$ cat src/luhn_pkg.sv
// shared types and constants for the luhn card check block
// no dependencies; imported by every module of the block
`timescale 1ns / 1ps
`default_nettype none

package luhn_pkg;

    localparam int VALUE_W       = 63;
    localparam int DIGIT_W       = 4;
    localparam int COUNT_W       = 5;
    localparam int CLASS_W       = 2;
    localparam int STEP_W        = 6;
    localparam int DEF_MAX_DIGITS = 19;

    typedef enum logic [CLASS_W-1:0] {
        CLASS_INVALID = 2'd0,
        CLASS_3437_15 = 2'd1,
        CLASS_5155_16 = 2'd2,
        CLASS_LEAD4   = 2'd3
    } card_class_t;

    typedef enum logic [1:0] {
        CELL_HOLD,
        CELL_CLEAR,
        CELL_CONVERT,
        CELL_DRAIN
    } cell_mode_t;

    typedef struct packed {
        logic clear;
        logic step;
    } scan_ctrl_t;

    typedef enum logic [1:0] {
        ST_IDLE,
        ST_CONVERT,
        ST_SCAN,
        ST_REPORT
    } luhn_state_t;

endpackage

`default_nettype wire

$ cat src/luhn_digit_cell.sv
// one decimal digit cell of the conversion chain
// shift-add-3 step while converting, digit shift toward the low end while draining
// depends on luhn_pkg
`timescale 1ns / 1ps
`default_nettype none

module luhn_digit_cell (
    input  wire logic                         clk,
    input  wire logic                         rst_n,
    input  wire luhn_pkg::cell_mode_t         mode,
    input  wire logic                         bit_in,
    input  wire logic [luhn_pkg::DIGIT_W-1:0] digit_in,
    output logic      [luhn_pkg::DIGIT_W-1:0] digit,
    output logic                              carry_out
);
    import luhn_pkg::*;

    logic [DIGIT_W-1:0] digit_reg;
    logic [DIGIT_W-1:0] digit_next;
    logic [DIGIT_W-1:0] adj;

    always_comb
    begin
        adj = (digit_reg >= 4'd5) ? digit_reg + 4'd3 : digit_reg;
        carry_out = adj[DIGIT_W-1];
        case (mode)
            CELL_CLEAR:   digit_next = '0;
            CELL_CONVERT: digit_next = {adj[DIGIT_W-2:0], bit_in};
            CELL_DRAIN:   digit_next = digit_in;
            default:      digit_next = digit_reg;
        endcase
    end

    always_ff @(posedge clk or negedge rst_n)
    begin
        if (!rst_n)
        begin
            digit_reg <= '0;
        end
        else
        begin
            digit_reg <= digit_next;
        end
    end

    assign digit = digit_reg;

endmodule

`default_nettype wire

$ cat src/luhn_scan.sv
// luhn sum, digit count and leading digits, one digit per step, low digit first
// also derives the card class from the accumulated values
// depends on luhn_pkg
`timescale 1ns / 1ps
`default_nettype none

module luhn_scan (
    input  wire logic                         clk,
    input  wire logic                         rst_n,
    input  wire luhn_pkg::scan_ctrl_t         ctrl,
    input  wire logic [luhn_pkg::DIGIT_W-1:0] digit,
    input  wire logic [luhn_pkg::COUNT_W-1:0] index,
    output luhn_pkg::card_class_t             card_class,
    output logic                              sum_ok,
    output logic      [luhn_pkg::COUNT_W-1:0] count
);
    import luhn_pkg::*;

    logic [DIGIT_W-1:0] sum_reg,    sum_next;
    logic [COUNT_W-1:0] count_reg,  count_next;
    logic [DIGIT_W-1:0] lead_reg,   lead_next;
    logic [DIGIT_W-1:0] second_reg, second_next;
    logic [DIGIT_W-1:0] prev_reg,   prev_next;
    logic [DIGIT_W:0]   dbl;
    logic [DIGIT_W:0]   dbl_fold;
    logic [DIGIT_W-1:0] contrib;
    logic [DIGIT_W:0]   acc;
    logic [DIGIT_W:0]   acc_fold;

    always_comb
    begin
        dbl      = {digit, 1'b0};
        dbl_fold = dbl - 5'd9;
        // index bit 0 set means an even position counted from 1
        if (index[0])
        begin
            contrib = (dbl >= 5'd10) ? dbl_fold[DIGIT_W-1:0] : dbl[DIGIT_W-1:0];
        end
        else
        begin
            contrib = digit;
        end
        acc      = {1'b0, sum_reg} + {1'b0, contrib};
        acc_fold = acc - 5'd10;

        sum_next    = sum_reg;
        count_next  = count_reg;
        lead_next   = lead_reg;
        second_next = second_reg;
        prev_next   = prev_reg;
        if (ctrl.clear)
        begin
            sum_next    = '0;
            count_next  = '0;
            lead_next   = '0;
            second_next = '0;
            prev_next   = '0;
        end
        else if (ctrl.step)
        begin
            sum_next  = (acc >= 5'd10) ? acc_fold[DIGIT_W-1:0] : acc[DIGIT_W-1:0];
            prev_next = digit;
            // highest nonzero digit seen so far is the leading one
            if (digit != '0)
            begin
                count_next  = index + 5'd1;
                lead_next   = digit;
                second_next = prev_reg;
            end
        end
    end

    always_ff @(posedge clk or negedge rst_n)
    begin
        if (!rst_n)
        begin
            sum_reg    <= '0;
            count_reg  <= '0;
            lead_reg   <= '0;
            second_reg <= '0;
            prev_reg   <= '0;
        end
        else
        begin
            sum_reg    <= sum_next;
            count_reg  <= count_next;
            lead_reg   <= lead_next;
            second_reg <= second_next;
            prev_reg   <= prev_next;
        end
    end

    always_comb
    begin
        sum_ok     = (sum_reg == '0);
        count      = count_reg;
        card_class = CLASS_INVALID;
        if (sum_ok)
        begin
            if (count_reg == 5'd15 && lead_reg == 4'd3 &&
                (second_reg == 4'd4 || second_reg == 4'd7))
            begin
                card_class = CLASS_3437_15;
            end
            else if (count_reg == 5'd16 && lead_reg == 4'd5 &&
                     second_reg >= 4'd1 && second_reg <= 4'd5)
            begin
                card_class = CLASS_5155_16;
            end
            else if ((count_reg == 5'd16 || count_reg == 5'd13) && lead_reg == 4'd4)
            begin
                card_class = CLASS_LEAD4;
            end
        end
    end

endmodule

`default_nettype wire

$ cat src/luhn_check_card_class_top.sv
// top level of the luhn card check: sequencer, binary shift register, digit chain
// depends on luhn_pkg, luhn_digit_cell and luhn_scan
`timescale 1ns / 1ps
`default_nettype none

// A transaction starts when start is high while busy is low; card_value is
// sampled then. The number is shifted one bit per cycle into a row of
// MAX_DIGITS decimal digit cells, then the digits are shifted out of the row
// one per cycle, low digit first, into the luhn accumulator, and the report
// state registers the result. done is high for one cycle with card_class,
// checksum_ok and digit_count. The result must be taken in that cycle, there
// is no way to hold it. busy drops as done rises, so a new transaction may
// start in the same cycle; a new number is taken only after the previous one
// has been reported. A number with more than MAX_DIGITS digits reports class
// invalid, checksum_ok 0 and digit_count MAX_DIGITS.
module luhn_check_card_class_top #(
    parameter int MAX_DIGITS = luhn_pkg::DEF_MAX_DIGITS
) (
    input  wire logic                         clk,
    input  wire logic                         rst_n,
    input  wire logic                         start,
    input  wire logic [luhn_pkg::VALUE_W-1:0] card_value,
    output logic                              busy,
    output logic                              done,
    output logic      [luhn_pkg::CLASS_W-1:0] card_class,
    output logic                              checksum_ok,
    output logic      [luhn_pkg::COUNT_W-1:0] digit_count
);
    import luhn_pkg::*;

    luhn_state_t        state_reg, state_next;
    logic [STEP_W-1:0]  step_reg, step_next;
    logic [VALUE_W-1:0] bin_reg, bin_next;
    logic               ovf_reg, ovf_next;
    logic               done_reg, done_next;
    logic [CLASS_W-1:0] class_reg, class_next;
    logic               ok_reg, ok_next;
    logic [COUNT_W-1:0] count_reg, count_next;

    cell_mode_t         cell_mode;
    scan_ctrl_t         scan_ctrl;

    logic [DIGIT_W-1:0] cell_digit [MAX_DIGITS];
    logic               cell_carry [MAX_DIGITS];

    card_class_t        scan_class;
    logic               scan_ok;
    logic [COUNT_W-1:0] scan_count;

    genvar k;
    generate
        for (k = 0; k < MAX_DIGITS; k++)
        begin : g_cell
            logic               bit_in;
            logic [DIGIT_W-1:0] digit_in;
            if (k == 0)
            begin : g_first
                assign bit_in = bin_reg[VALUE_W-1];
            end
            else
            begin : g_inner
                assign bit_in = cell_carry[k-1];
            end
            if (k == MAX_DIGITS - 1)
            begin : g_last
                assign digit_in = '0;
            end
            else
            begin : g_body
                assign digit_in = cell_digit[k+1];
            end
            luhn_digit_cell u_cell (
                .clk       (clk),
                .rst_n     (rst_n),
                .mode      (cell_mode),
                .bit_in    (bit_in),
                .digit_in  (digit_in),
                .digit     (cell_digit[k]),
                .carry_out (cell_carry[k])
            );
        end
    endgenerate

    luhn_scan u_scan (
        .clk        (clk),
        .rst_n      (rst_n),
        .ctrl       (scan_ctrl),
        .digit      (cell_digit[0]),
        .index      (step_reg[COUNT_W-1:0]),
        .card_class (scan_class),
        .sum_ok     (scan_ok),
        .count      (scan_count)
    );

    always_comb
    begin
        state_next      = state_reg;
        step_next       = step_reg;
        bin_next        = bin_reg;
        ovf_next        = ovf_reg;
        done_next       = 1'b0;
        class_next      = class_reg;
        ok_next         = ok_reg;
        count_next      = count_reg;
        cell_mode       = CELL_HOLD;
        scan_ctrl.clear = 1'b0;
        scan_ctrl.step  = 1'b0;

        case (state_reg)
            ST_IDLE:
            begin
                if (start)
                begin
                    bin_next        = card_value;
                    ovf_next        = 1'b0;
                    step_next       = '0;
                    cell_mode       = CELL_CLEAR;
                    scan_ctrl.clear = 1'b1;
                    state_next      = ST_CONVERT;
                end
            end
            ST_CONVERT:
            begin
                cell_mode = CELL_CONVERT;
                bin_next  = {bin_reg[VALUE_W-2:0], 1'b0};
                // a bit leaving the top cell means the value does not fit
                ovf_next  = ovf_reg | cell_carry[MAX_DIGITS-1];
                if (step_reg == STEP_W'(VALUE_W - 1))
                begin
                    step_next  = '0;
                    state_next = ST_SCAN;
                end
                else
                begin
                    step_next = step_reg + 6'd1;
                end
            end
            ST_SCAN:
            begin
                cell_mode      = CELL_DRAIN;
                scan_ctrl.step = 1'b1;
                if (step_reg == STEP_W'(MAX_DIGITS - 1))
                begin
                    step_next  = '0;
                    state_next = ST_REPORT;
                end
                else
                begin
                    step_next = step_reg + 6'd1;
                end
            end
            ST_REPORT:
            begin
                done_next = 1'b1;
                if (ovf_reg)
                begin
                    class_next = CLASS_INVALID;
                    ok_next    = 1'b0;
                    count_next = COUNT_W'(MAX_DIGITS);
                end
                else
                begin
                    class_next = scan_class;
                    ok_next    = scan_ok;
                    count_next = scan_count;
                end
                state_next = ST_IDLE;
            end
            default:
            begin
                state_next = ST_IDLE;
            end
        endcase
    end

    always_ff @(posedge clk or negedge rst_n)
    begin
        if (!rst_n)
        begin
            state_reg <= ST_IDLE;
            step_reg  <= '0;
            ovf_reg   <= 1'b0;
            done_reg  <= 1'b0;
        end
        else
        begin
            state_reg <= state_next;
            step_reg  <= step_next;
            ovf_reg   <= ovf_next;
            done_reg  <= done_next;
        end
    end

    always_ff @(posedge clk)
    begin
        bin_reg   <= bin_next;
        class_reg <= class_next;
        ok_reg    <= ok_next;
        count_reg <= count_next;
    end

    assign busy        = (state_reg != ST_IDLE);
    assign done        = done_reg;
    assign card_class  = class_reg;
    assign checksum_ok = ok_reg;
    assign digit_count = count_reg;

endmodule

`default_nettype wire
$ cat config.mk
export PLATFORM = sky130hd
export DESIGN_NAME = luhn_check_card_class_top
export DESIGN_NICKNAME = d
export VERILOG_FILES = /design/src/luhn_pkg.sv /design/src/luhn_digit_cell.sv /design/src/luhn_scan.sv /design/src/luhn_check_card_class_top.sv
export SDC_FILE = /design/constraint.sdc
export NUM_CORES = 1
export LEC_CHECK = 0
export BUFFER_PORTS_ARGS = -buffer_cell sky130_fd_sc_hd__buf_4
export CORE_MARGIN = 2
export CORE_UTILIZATION = 49
export DETAILED_ROUTE_END_ITERATION = 8
export GPL_ROUTABILITY_DRIVEN = 0
export GPL_TIMING_DRIVEN = 0
export MAX_ROUTING_LAYER = met4
export PLACE_DENSITY = 0.67
export SKIP_CTS_REPAIR_TIMING = 1
export SLEW_MARGIN = 20
export SYNTH_ARGS = -nofsm -noshare
export SYNTH_HDL_FRONTEND = slang
export SYNTH_SLANG_ARGS = --single-unit
$ cat constraint.sdc
create_clock -name clk -period 11.3 [get_ports clk]
set_input_delay 1.695 -clock clk [delete_from_list [all_inputs] [get_ports clk]]
set_output_delay 1.695 -clock clk [all_outputs]
set_load 0.01 [all_outputs]
==> flow_metrics.tcl, run 1 <==
set metrics [dict create \
    status "completed" \
    worstPathArrival_ns 4.06 \
    yosys_warnings 0 \
    vdd_drop_max_v 0.000116 \
    synth-edff-count 71 \
    port_buffers 75 \
    num_rows 51 \
    p_total_mw 2.41 \
    slowest_delay_ns 0.47 \
    fin_skew_ns 0.0133 \
    slew_violations 0 \
    diodes 0 \
    grt_pass1_wl_mm 37.2 \
    powerDensity_mw_per_mm2 212 \
    whs_ns 0.515 \
    syn_inst 945 \
    cts-root-buf "clkbuf_16" \
    required_ns 11.64 \
    synth_compound_area_share_pct 16.8 \
    fp.dieH_um 146 \
    crit_chain "clkbuf_1 -> inv_1 -> ha_1 -> nand2b_1 -> a21oi_1 -> xnor2_1 -> nand2_1 -> o21ai_0 -> fa_1 -> xnor2_1 -> ha_1 -> inv_1 -> a31o_2 -> a211oi_2 -> nor2_1 -> o311ai_1" \
    synthXorXnorAreaFrac_pct 2.93 \
    crit_buf_inv 3 \
    core_mm2 0.0196 \
    grt_antenna_before_repair 0 \
    met1_usage_pct 30.5 \
    area_delta_synth_final_pct 15.8 \
    largest_reg_flops 76 \
    clkTransAtPathRegs_ns 0.07 \
    tritoncts "built" \
    drive_gt1_share_pct 18.8 \
    syn_area_mm2 0.00986 \
    synth_area_leaders "dfrtp_1, edfxtp_1, mux2_2, ha_1, o21ai_0" \
    htree_levels 4 \
    synthDistinctLibCells 53 \
    crit_family "compound AO/OA/AOI/OAI gates" \
    routedWlPerCell_um 16.7 \
    grt-busiest-layer "met2" \
    start_util_pct 50.3 \
    vias 7319 \
    min_path_type "flop to flop" \
    numCtsBuffers 17 \
    crit_type "flop to flop" \
    synth_simple_gate_area_share_pct 11.1 \
    via_per_inst 5.54 \
    async_flop_share_pct 60.1 \
    drt_iter0_drc 443 \
    synth.avg_cell_area_um2 10.4 \
    grt_usage_pct 22.3 \
    fmax_mhz 269 \
    drc 0 \
    tns_ns 0 \
    synth_common_cells "nand2_1, o21ai_0, dfrtp_1" \
    routed_wirelength_mm 22.0 \
    met2_usage_pct 33.9 \
    ys_seq_area_share_pct 48.8 \
    dp_hpwl_mm 15.4 \
    nets 1162 \
    die_x_um 146 \
    endpoint_kind "flop" \
    start_kind "flop" \
    cp_max_fo 7 \
    setup-violations-final 0 \
    relSlewSlack_pct 51.0 \
    synth.most_common_cell "nand2_1" \
    rsz0062_at_grt "no" \
    first_pass_iters 5 \
    synth-seq-cells 178 \
    synth_top_area_cell "dfrtp_1" \
    clkSinkCount 178 \
    slowest_stage "fa_1" \
    syn_nets 1064 \
    first_global_vias 7256 \
    yosys-mux-area-fraction_pct 9.53 \
    use_met3_pct 4.42 \
    layout_min_cycle_time_ns 3.72 \
    fin_util_pct 58.2 \
    synth_top_family_by_area "compound AO/OA/AOI/OAI gates" \
    fin_crit_sh_pct 32.9 \
    postRouteAntennaNets 0 \
    synthFlopType "dfrtp_1" \
    maxCapViolCount 0 \
    clockBufferDepth 2 \
    synth_top_area_share_pct 27.2 \
    synthAdderAreaFrac_pct 6.80 \
    clock_latency_ns 0.44 \
    dieArea_mm2 0.0213 \
    grt.overflow.total 0 \
    final-hold-violation-count 0 \
    grt_max_degree 70 \
    leakagePower_nw 4.58 \
    worstMarginPinSlew_ns 0.732 \
    ioPinCount 76 \
]
[power by group]
part / total, mW / leakage, nW / internal, mW / switching (mW)
clock: 0.568 / 0.265 / 0.289 / 0.279
sequential: 0.921 / 2.16 / 0.870 / 0.0517
combinational: 0.924 / 2.16 / 0.315 / 0.609
total: 2.41 / 4.58 / 1.47 / 0.939
[cell families after synthesis]
kind of cell / after synthesis
AOI/OAI and AO/OA: 269
xor gates and xnor gates: 33
DFF: 178
buffers and inverters: 100
and+or+nand+nor: 226
muxes: 86
adders and majority gates: 53
[metrics by stage]
stage	cells	setup WS [ns]	cell area [um^2]
2_1_floorplan	945	5.13	9860
3_3_place_gp	1285	2.63	10800
3_5_place_dp	1289	7.56	10900
4_1_cts	1320	7.55	11400
5_1_grt	1320	7.21	11400
6_report	1320	7.58	11400
[routing by layer]
layer / vias to the layer above / wire [um]
met5: - / 0
met4: 0 / 358
met3: 29 / 950
met2: 167 / 10300
met1: 3538 / 10500
li1: 3585 / -
[area by class of cell]
class | count | area, um^2
Buffer | 48 | 196
Clock buffer | 18 | 429
Clock inverter | 13 | 118
Fill cell | 1685 | 8180
Inverter | 52 | 195
Multi-Input combinational cell | 667 | 4670
Sequential cell | 178 | 4810
Tap cell | 265 | 332
Timing Repair Buffer | 79 | 664
[worst paths after layout]
path | startpoint | to | slack (ns) | depth (start not counted)
worst max-delay path | g_cell[0].u_cell.digit[0]$_DFFE_PN0P_ | u_scan.sum_reg[2]$_DFFE_PN0P_ | 7.58 | 16
min in group asynchronous | rst_n | done$_DFF_PN0_ | 1.15 | 1
worst min-delay path | u_scan.prev_reg[3]$_DFFE_PN0P_ | u_scan.second_reg[3]$_DFFE_PN0P_ | 0.51 | 2
max in group asynchronous | rst_n | g_cell[11].u_cell.digit[3]$_DFFE_PN0P_ | 9.46 | 2
worst min register to register | u_scan.prev_reg[3]$_DFFE_PN0P_ | u_scan.second_reg[3]$_DFFE_PN0P_ | 0.51 | 2
worst max register to register | g_cell[0].u_cell.digit[0]$_DFFE_PN0P_ | u_scan.sum_reg[2]$_DFFE_PN0P_ | 7.58 | 16
[cells in the final DEF, fill, tap and decap left out, types with 3 or more instances in the layout]
| master | count |
|---|---|
| nand2_1 | 119 |
| o21ai_0 | 115 |
| dfrtp_1 | 107 |
| buf_4 | 74 |
| edfxtp_1 | 71 |
| mux2_2 | 63 |
| ha_1 | 52 |
| inv_1 | 51 |
| a21oi_1 | 47 |
| a22oi_1 | 47 |
| clkbuf_1 | 34 |
| nand2b_1 | 31 |
| xnor2_1 | 30 |
| mux2i_1 | 23 |
| nor2_1 | 22 |
| nor3b_1 | 19 |
| a2bb2oi_1 | 18 |
| clkbuf_16 | 17 |
| buf_2 | 13 |
| a21o_1 | 9 |
| nand3_1 | 8 |
| a32oi_1 | 8 |
| a211oi_1 | 7 |
| or2_2 | 5 |
| nand3b_1 | 4 |
| inv_6 | 4 |
| inv_8 | 4 |
| xor2_1 | 3 |
| nor3_1 | 3 |
| nor2b_1 | 3 |
| or3_1 | 3 |
| buf_16 | 3 |
[tightest hold or removal path, delay by kind of cell (launching register included)]
| family | cells | cell delay [ns] |
|---|---|---|
| and+or+nand+nor | 1 | 0.06 |
| AOI/OAI and AO/OA | 1 | 0.05 |
| DFF | 1 | 0.38 |
No activity file was read; power rests on OpenSTA's default activity.
==> run 2, diff against run 1 <==
==> constraint.sdc (replaced) <==
create_clock -name clk -period 3.65 [get_ports clk]
set_input_delay 0.5475 -clock clk [delete_from_list [all_inputs] [get_ports clk]]
set_output_delay 0.5475 -clock clk [all_outputs]
set_load 0.01 [all_outputs]
==> run 2 against run 1 <==
Effect of this change: total power rose to 3.2 times the previous value; sequential share of layout area is 0.43 points lower; non-clock buffer count grew 1; setup slack lost 7.4 ns; sequential power rose to 3.1 times the previous value; routed wire length down 1.1%; critical path type unchanged.
==> flow_metrics.tcl, run 2 (synthesized netlist as in run 1, its figures left out) <==
set metrics [dict create \
    fmax_mhz 290 \
    power_frac_comb_pct 38.8 \
    drc 0 \
    htree_levels 4 \
    vdd_drop_max_v 0.000400 \
    slew_violations 0 \
    start_util_pct 50.3 \
    drive_gt1_share_pct 20.0 \
    min_path_type "primary input to asynchronous set/reset pin" \
    grt_antenna_before_repair 0 \
    numCtsBuffers 17 \
    p_int_mw 4.64 \
    worstPathArrival_ns 3.78 \
    slowest_delay_ns 0.38 \
    cts-root-buf "clkbuf_16" \
    rsz0062_at_grt "no" \
    power.switching_mw 2.99 \
    via_per_inst 5.54 \
    area_delta_synth_final_pct 16.9 \
    pwr-share-clk_pct 23.7 \
    tritoncts "built" \
    routed_wirelength_mm 21.8 \
    fin_skew_ns 0.0102 \
    fin_util_pct 58.8 \
    first_global_vias 7262 \
    relSlewSlack_pct 51.0 \
    cp_max_fo 7 \
    final-hold-violation-count 0 \
    die_x_um 146 \
    routedWlPerCell_um 16.5 \
    clkSinkCount 178 \
    endpoint_kind "flop" \
    first_pass_iters 5 \
    clock_latency_ns 0.44 \
    grt_usage_pct 21.4 \
    p_total_mw 7.63 \
    grt_max_degree 74 \
    worstMarginPinSlew_ns 0.736 \
    grt_pass1_wl_mm 36.0 \
    postRouteAntennaNets 0 \
    setup-violations-final 0 \
    powerDensity_mw_per_mm2 662 \
    slowest_stage "dfrtp_1" \
    tns_ns 0 \
    final_common_cell "nand2_1" \
    dieArea_mm2 0.0213 \
    ioPinCount 76 \
    power.share.switching_pct 39.2 \
    nets 1163 \
    fp.dieH_um 146 \
    clkTransAtPathRegs_ns 0.07 \
    dp_hpwl_mm 15.3 \
    r2r_slack_ns 0.21 \
    grt.overflow.total 0 \
    diodes 0 \
    num_rows 51 \
    clockBufferDepth 2 \
    start_kind "flop" \
    crit_type "flop to flop" \
    most-common-layout-cells "nand2_1, o21ai_0, dfrtp_1" \
    layout_min_cycle_time_ns 3.44 \
    port_buffers 75 \
    required_ns 3.99 \
    crit_chain "clkbuf_2 -> inv_1 -> ha_1 -> nand2b_1 -> a21oi_4 -> mux2i_1 -> mux2_2 -> ha_2 -> xnor2_4 -> ha_2 -> inv_1 -> a31o_2 -> a211oi_4 -> nor2_1 -> o311ai_2" \
    status "completed" \
    leakagePower_nw 4.63 \
    maxCapViolCount 0 \
    fin_crit_sh_pct 94.3 \
    drt_iter0_drc 510 \
    worst_r2r_path_depth 15 \
    core_mm2 0.0196 \
    pwr-share-seq_pct 37.4 \
    largest_reg_flops 76 \
    vias 7326 \
]
run 2: per-stage QoR:
| step | std cells | hold WS (ns) | instance area (um^2) | setup WS [ns] |
|---|---|---|---|---|
| final | 1322 | 0.00419 | 11500 | 0.207 |
| after global routing | 1322 | 0.0169 | 11500 | 0.00632 |
| after CTS | 1321 | 0.00852 | 11400 | -0.0858 |
| after detailed placement | 1289 | 0.472 | 10900 | -0.0482 |
| after global placement | 1285 | 0.515 | 10800 | -0.835 |
| after floorplan | 945 | 0.252 | 9860 | 0.380 |
run 2: worst paths after layout:
path | start | endpoint
max reg2reg | g_cell[0].u_cell.digit[0]$_DFFE_PN0P_ | u_scan.sum_reg[2]$_DFFE_PN0P_
min in group clk | card_value[0] | bin_reg[0]$_SDFFCE_PP0P_
max | g_cell[0].u_cell.digit[0]$_DFFE_PN0P_ | u_scan.sum_reg[2]$_DFFE_PN0P_
max in group asynchronous | rst_n | g_cell[15].u_cell.digit[0]$_DFFE_PN0P_
min reg2reg | u_scan.prev_reg[1]$_DFFE_PN0P_ | u_scan.second_reg[1]$_DFFE_PN0P_
min | rst_n | u_scan.sum_reg[3]$_DFFE_PN0P_
run 2: routing by layer:
| layer | track usage [%] | vias up | wire (um) |
|---|---|---|---|
| met5 | - | - | 0 |
| met4 | 5.78 | 0 | 317 |
| met3 | 4.55 | 17 | 911 |
| met2 | 33.5 | 135 | 10200 |
| met1 | 28.3 | 3580 | 10300 |
| li1 | - | 3594 | - |
run 2: worst max-delay path: cells and delay by family, from the launching register on:
family / cells / cell delay (ns)
mux: 2 / 0.47
flops: 1 / 0.38
xor+xnor: 1 / 0.18
simple gates: 2 / 0.21
fa+ha+maj: 3 / 0.75
compound gates: 4 / 0.98
buf+inv: 3 / 0.38
run 2: power by group through the flow:
stage          sequential [mW]  clock [mW]  combinational [mW]
2_1_floorplan             2.87           0                1.82
3_3_place_gp              2.92           0                2.71
3_5_place_dp              2.89           0                2.89
4_1_cts                   2.86        1.84                2.90
5_1_grt                   2.90        1.92                3.22
6_report                  2.85        1.81                2.96
run 2: layout make-up:
class / instances / area, um^2
multi-input cells: 667 / 4740
clock inverters: 15 / 146
clock buffers: 17 / 425
fillers: 1688 / 8060
flip-flops and latches: 178 / 4810
well taps: 265 / 332
inverters: 52 / 195
plain buffers: 48 / 198
repair buffers: 80 / 684
==> run 3, diff against run 2 <==
--- a/config.mk
+++ b/config.mk
@@ -13,6 +13,7 @@
 export GPL_TIMING_DRIVEN = 0
 export MAX_ROUTING_LAYER = met4
 export PLACE_DENSITY = 0.67
+export REMOVE_ABC_BUFFERS = 1
 export SKIP_CTS_REPAIR_TIMING = 1
 export SLEW_MARGIN = 20
 export SYNTH_ARGS = -nofsm -noshare
==> run 3 against run 2 <==
Effect of this change: global-route usage decreased by 2.0 points; clock power is essentially flat; maximum frequency shrank 1.9%; critical path depth stayed put; flip-flop and latch count stayed put; via count is 3.0% lower; final cell count down 3.0%; highest routed layer unchanged; utilization fell by 0.22 points; routed wire length shrank 10%; combinational power fell by 4%.
==> flow_metrics.tcl, run 3 (synthesized netlist as in run 1, its figures left out) <==
set metrics [dict create \
    status "completed" \
    top_layer "met4" \
    cp_max_fo 5 \
    r2r_slack_ns 0.14 \
    slowest_stage "fa_2" \
    required_ns 3.96 \
    numCtsBuffers 17 \
    fmax_mhz 285 \
    powerDensity_mw_per_mm2 656 \
    drive_gt1_share_pct 20.2 \
    cp_common_cell "inv_1" \
    grt_antenna_before_repair 0 \
    drc 0 \
    maxCapViolCount 0 \
    ioPinCount 76 \
    die_x_um 146 \
    via_per_inst 5.54 \
    routedWlPerCell_um 15.3 \
    fill_cells 1637 \
    leakagePower_nw 4.59 \
    tritoncts "built" \
    grt_pass1_wl_mm 33.3 \
    first_pass_iters 4 \
    first_global_vias 7009 \
    start_kind "flop" \
    routed_wirelength_mm 19.6 \
    htree_levels 4 \
    slew_violations 0 \
    worstPathArrival_ns 3.81 \
    tns_ns 0 \
    fin_util_pct 58.6 \
    layout_min_cycle_time_ns 3.51 \
    dp_hpwl_mm 12.6 \
    final_common_cell "nand2_1" \
    crit_chain "inv_1 -> ha_1 -> nand2b_1 -> a21oi_2 -> xnor2_1 -> nand2_1 -> o21ai_0 -> fa_2 -> inv_1 -> ha_2 -> inv_1 -> a31o_2 -> a211oi_4 -> nor2_1 -> o311ai_1" \
    postRouteAntennaNets 0 \
    drt_iter0_drc 410 \
    grt.overflow.total 0 \
    clockBufferDepth 2 \
    fin_cells 1283 \
    slowest_delay_ns 0.56 \
    min_path_type "primary input to asynchronous set/reset pin" \
    dieArea_mm2 0.0213 \
    fin_skew_ns 0.0113 \
    clkSinkCount 178 \
    grt_max_degree 76 \
    diodes 0 \
    rr_startpoint "g_cell[0].u_cell.digit[1]$_DFFE_PN0P_" \
    vdd_drop_max_v 0.000513 \
    grt_usage_pct 19.4 \
    dp.cells 1245 \
    nets 1124 \
    met2_wirelength_mm 9.60 \
    wl_met1_mm 9.21 \
    cts-root-buf "clkbuf_16" \
    relSlewSlack_pct 51.7 \
    most-common-layout-cells "nand2_1, o21ai_0, dfrtp_1" \
    start_util_pct 50.3 \
    vias 7104 \
    final-hold-violation-count 0 \
    seqCellArea_mm2 0.00481 \
    startpoint "g_cell[0].u_cell.digit[1]$_DFFE_PN0P_" \
    clock_latency_ns 0.44 \
    core_mm2 0.0196 \
    wl_met3_um 448 \
    fin_crit_sh_pct 96.1 \
    clkTransAtPathRegs_ns 0.07 \
    endpoint_kind "flop" \
    num_rows 51 \
    fp.dieH_um 146 \
    crit_type "flop to flop" \
    setup-violations-final 0 \
    multi_input_area_mm2 0.00473 \
    largest_reg_flops 76 \
    area_delta_synth_final_pct 16.5 \
    port_buffers 75 \
    worstMarginPinSlew_ns 0.719 \
    p_total_mw 7.54 \
]
[run 3: changes by cell type in the layout (fill, tap and decap cells not counted), moves of 2 or more]
| cell | change |
|---|---|
| buf_1 | -2 |
| buf_12 | +4 |
| buf_2 | -13 |
| buf_4 | +4 |
| clkbuf_1 | -32 |
| clkinv_8 | +3 |
| ha_4 | +2 |
| inv_8 | -2 |
[run 3: worst paths after layout]
| kind | endpoint | depth (start not counted) |
|---|---|---|
| max | u_scan.sum_reg[2]$_DFFE_PN0P_ | 15 |
| min | u_scan.second_reg[0]$_DFFE_PN0P_ | 1 |
| min in group clk | bin_reg[24]$_DFFE_PP_ | 2 |
| max reg2reg | u_scan.sum_reg[2]$_DFFE_PN0P_ | 15 |
| max in group asynchronous | state_reg[1]$_DFFE_PN0P_ | 2 |
| min reg2reg | u_scan.second_reg[3]$_DFFE_PN0P_ | 2 |
[run 3: critical path, delay by kind of cell (launching register included)]
kind	cells	cell delay, ns
AO/OA/AOI/OAI	5	1.21
adder cells (fa/ha/maj)	3	0.98
flip-flops	1	0.43
buffers and inverters	3	0.29
AND/OR/NAND/NOR	3	0.27
XOR/XNOR	1	0.19
[run 3: per-layer routing]
| metal | GRT usage (%) | up-vias |
|---|---|---|
| met2 | 31.4 | 90 |
| met5 | - | - |
| met4 | 5.49 | 0 |
| li1 | - | 3516 |
| met1 | 25.3 | 3476 |
| met3 | 3.32 | 22 |
[run 3: report_power, final]
part           internal (mW)  total, mW  switching (mW)  leakage, nW
combinational           1.09       2.83            1.73         2.14
clock                  0.929       1.84           0.908        0.293
sequential              2.69       2.87           0.184         2.16
total                   4.71       7.54            2.82         4.59
[run 3: final cells by class]
cell class              instances  share of cell area (%)
clock buffers                  17                    3.70
multi-input cells             667                    41.2
well taps                     265                    2.89
flip-flops and latches        178                    41.9
clock inverters                15                    1.47
inverters                      52                    1.72
repair buffers                 89                    7.16
[run 3: through the flow]
| step | area [um^2] | setup slack (ns) | hold WS, ns |
|---|---|---|---|
| floorplan | 9660 | -5.93 | 0.252 |
| global placement | 10600 | -11.03 | 0.504 |
| detailed placement | 10800 | 0.0636 | 0.518 |
| CTS | 11400 | 0.0253 | 0.0923 |
| global route | 11500 | -0.0982 | 0.118 |
| finish | 11500 | 0.141 | 0.0673 |
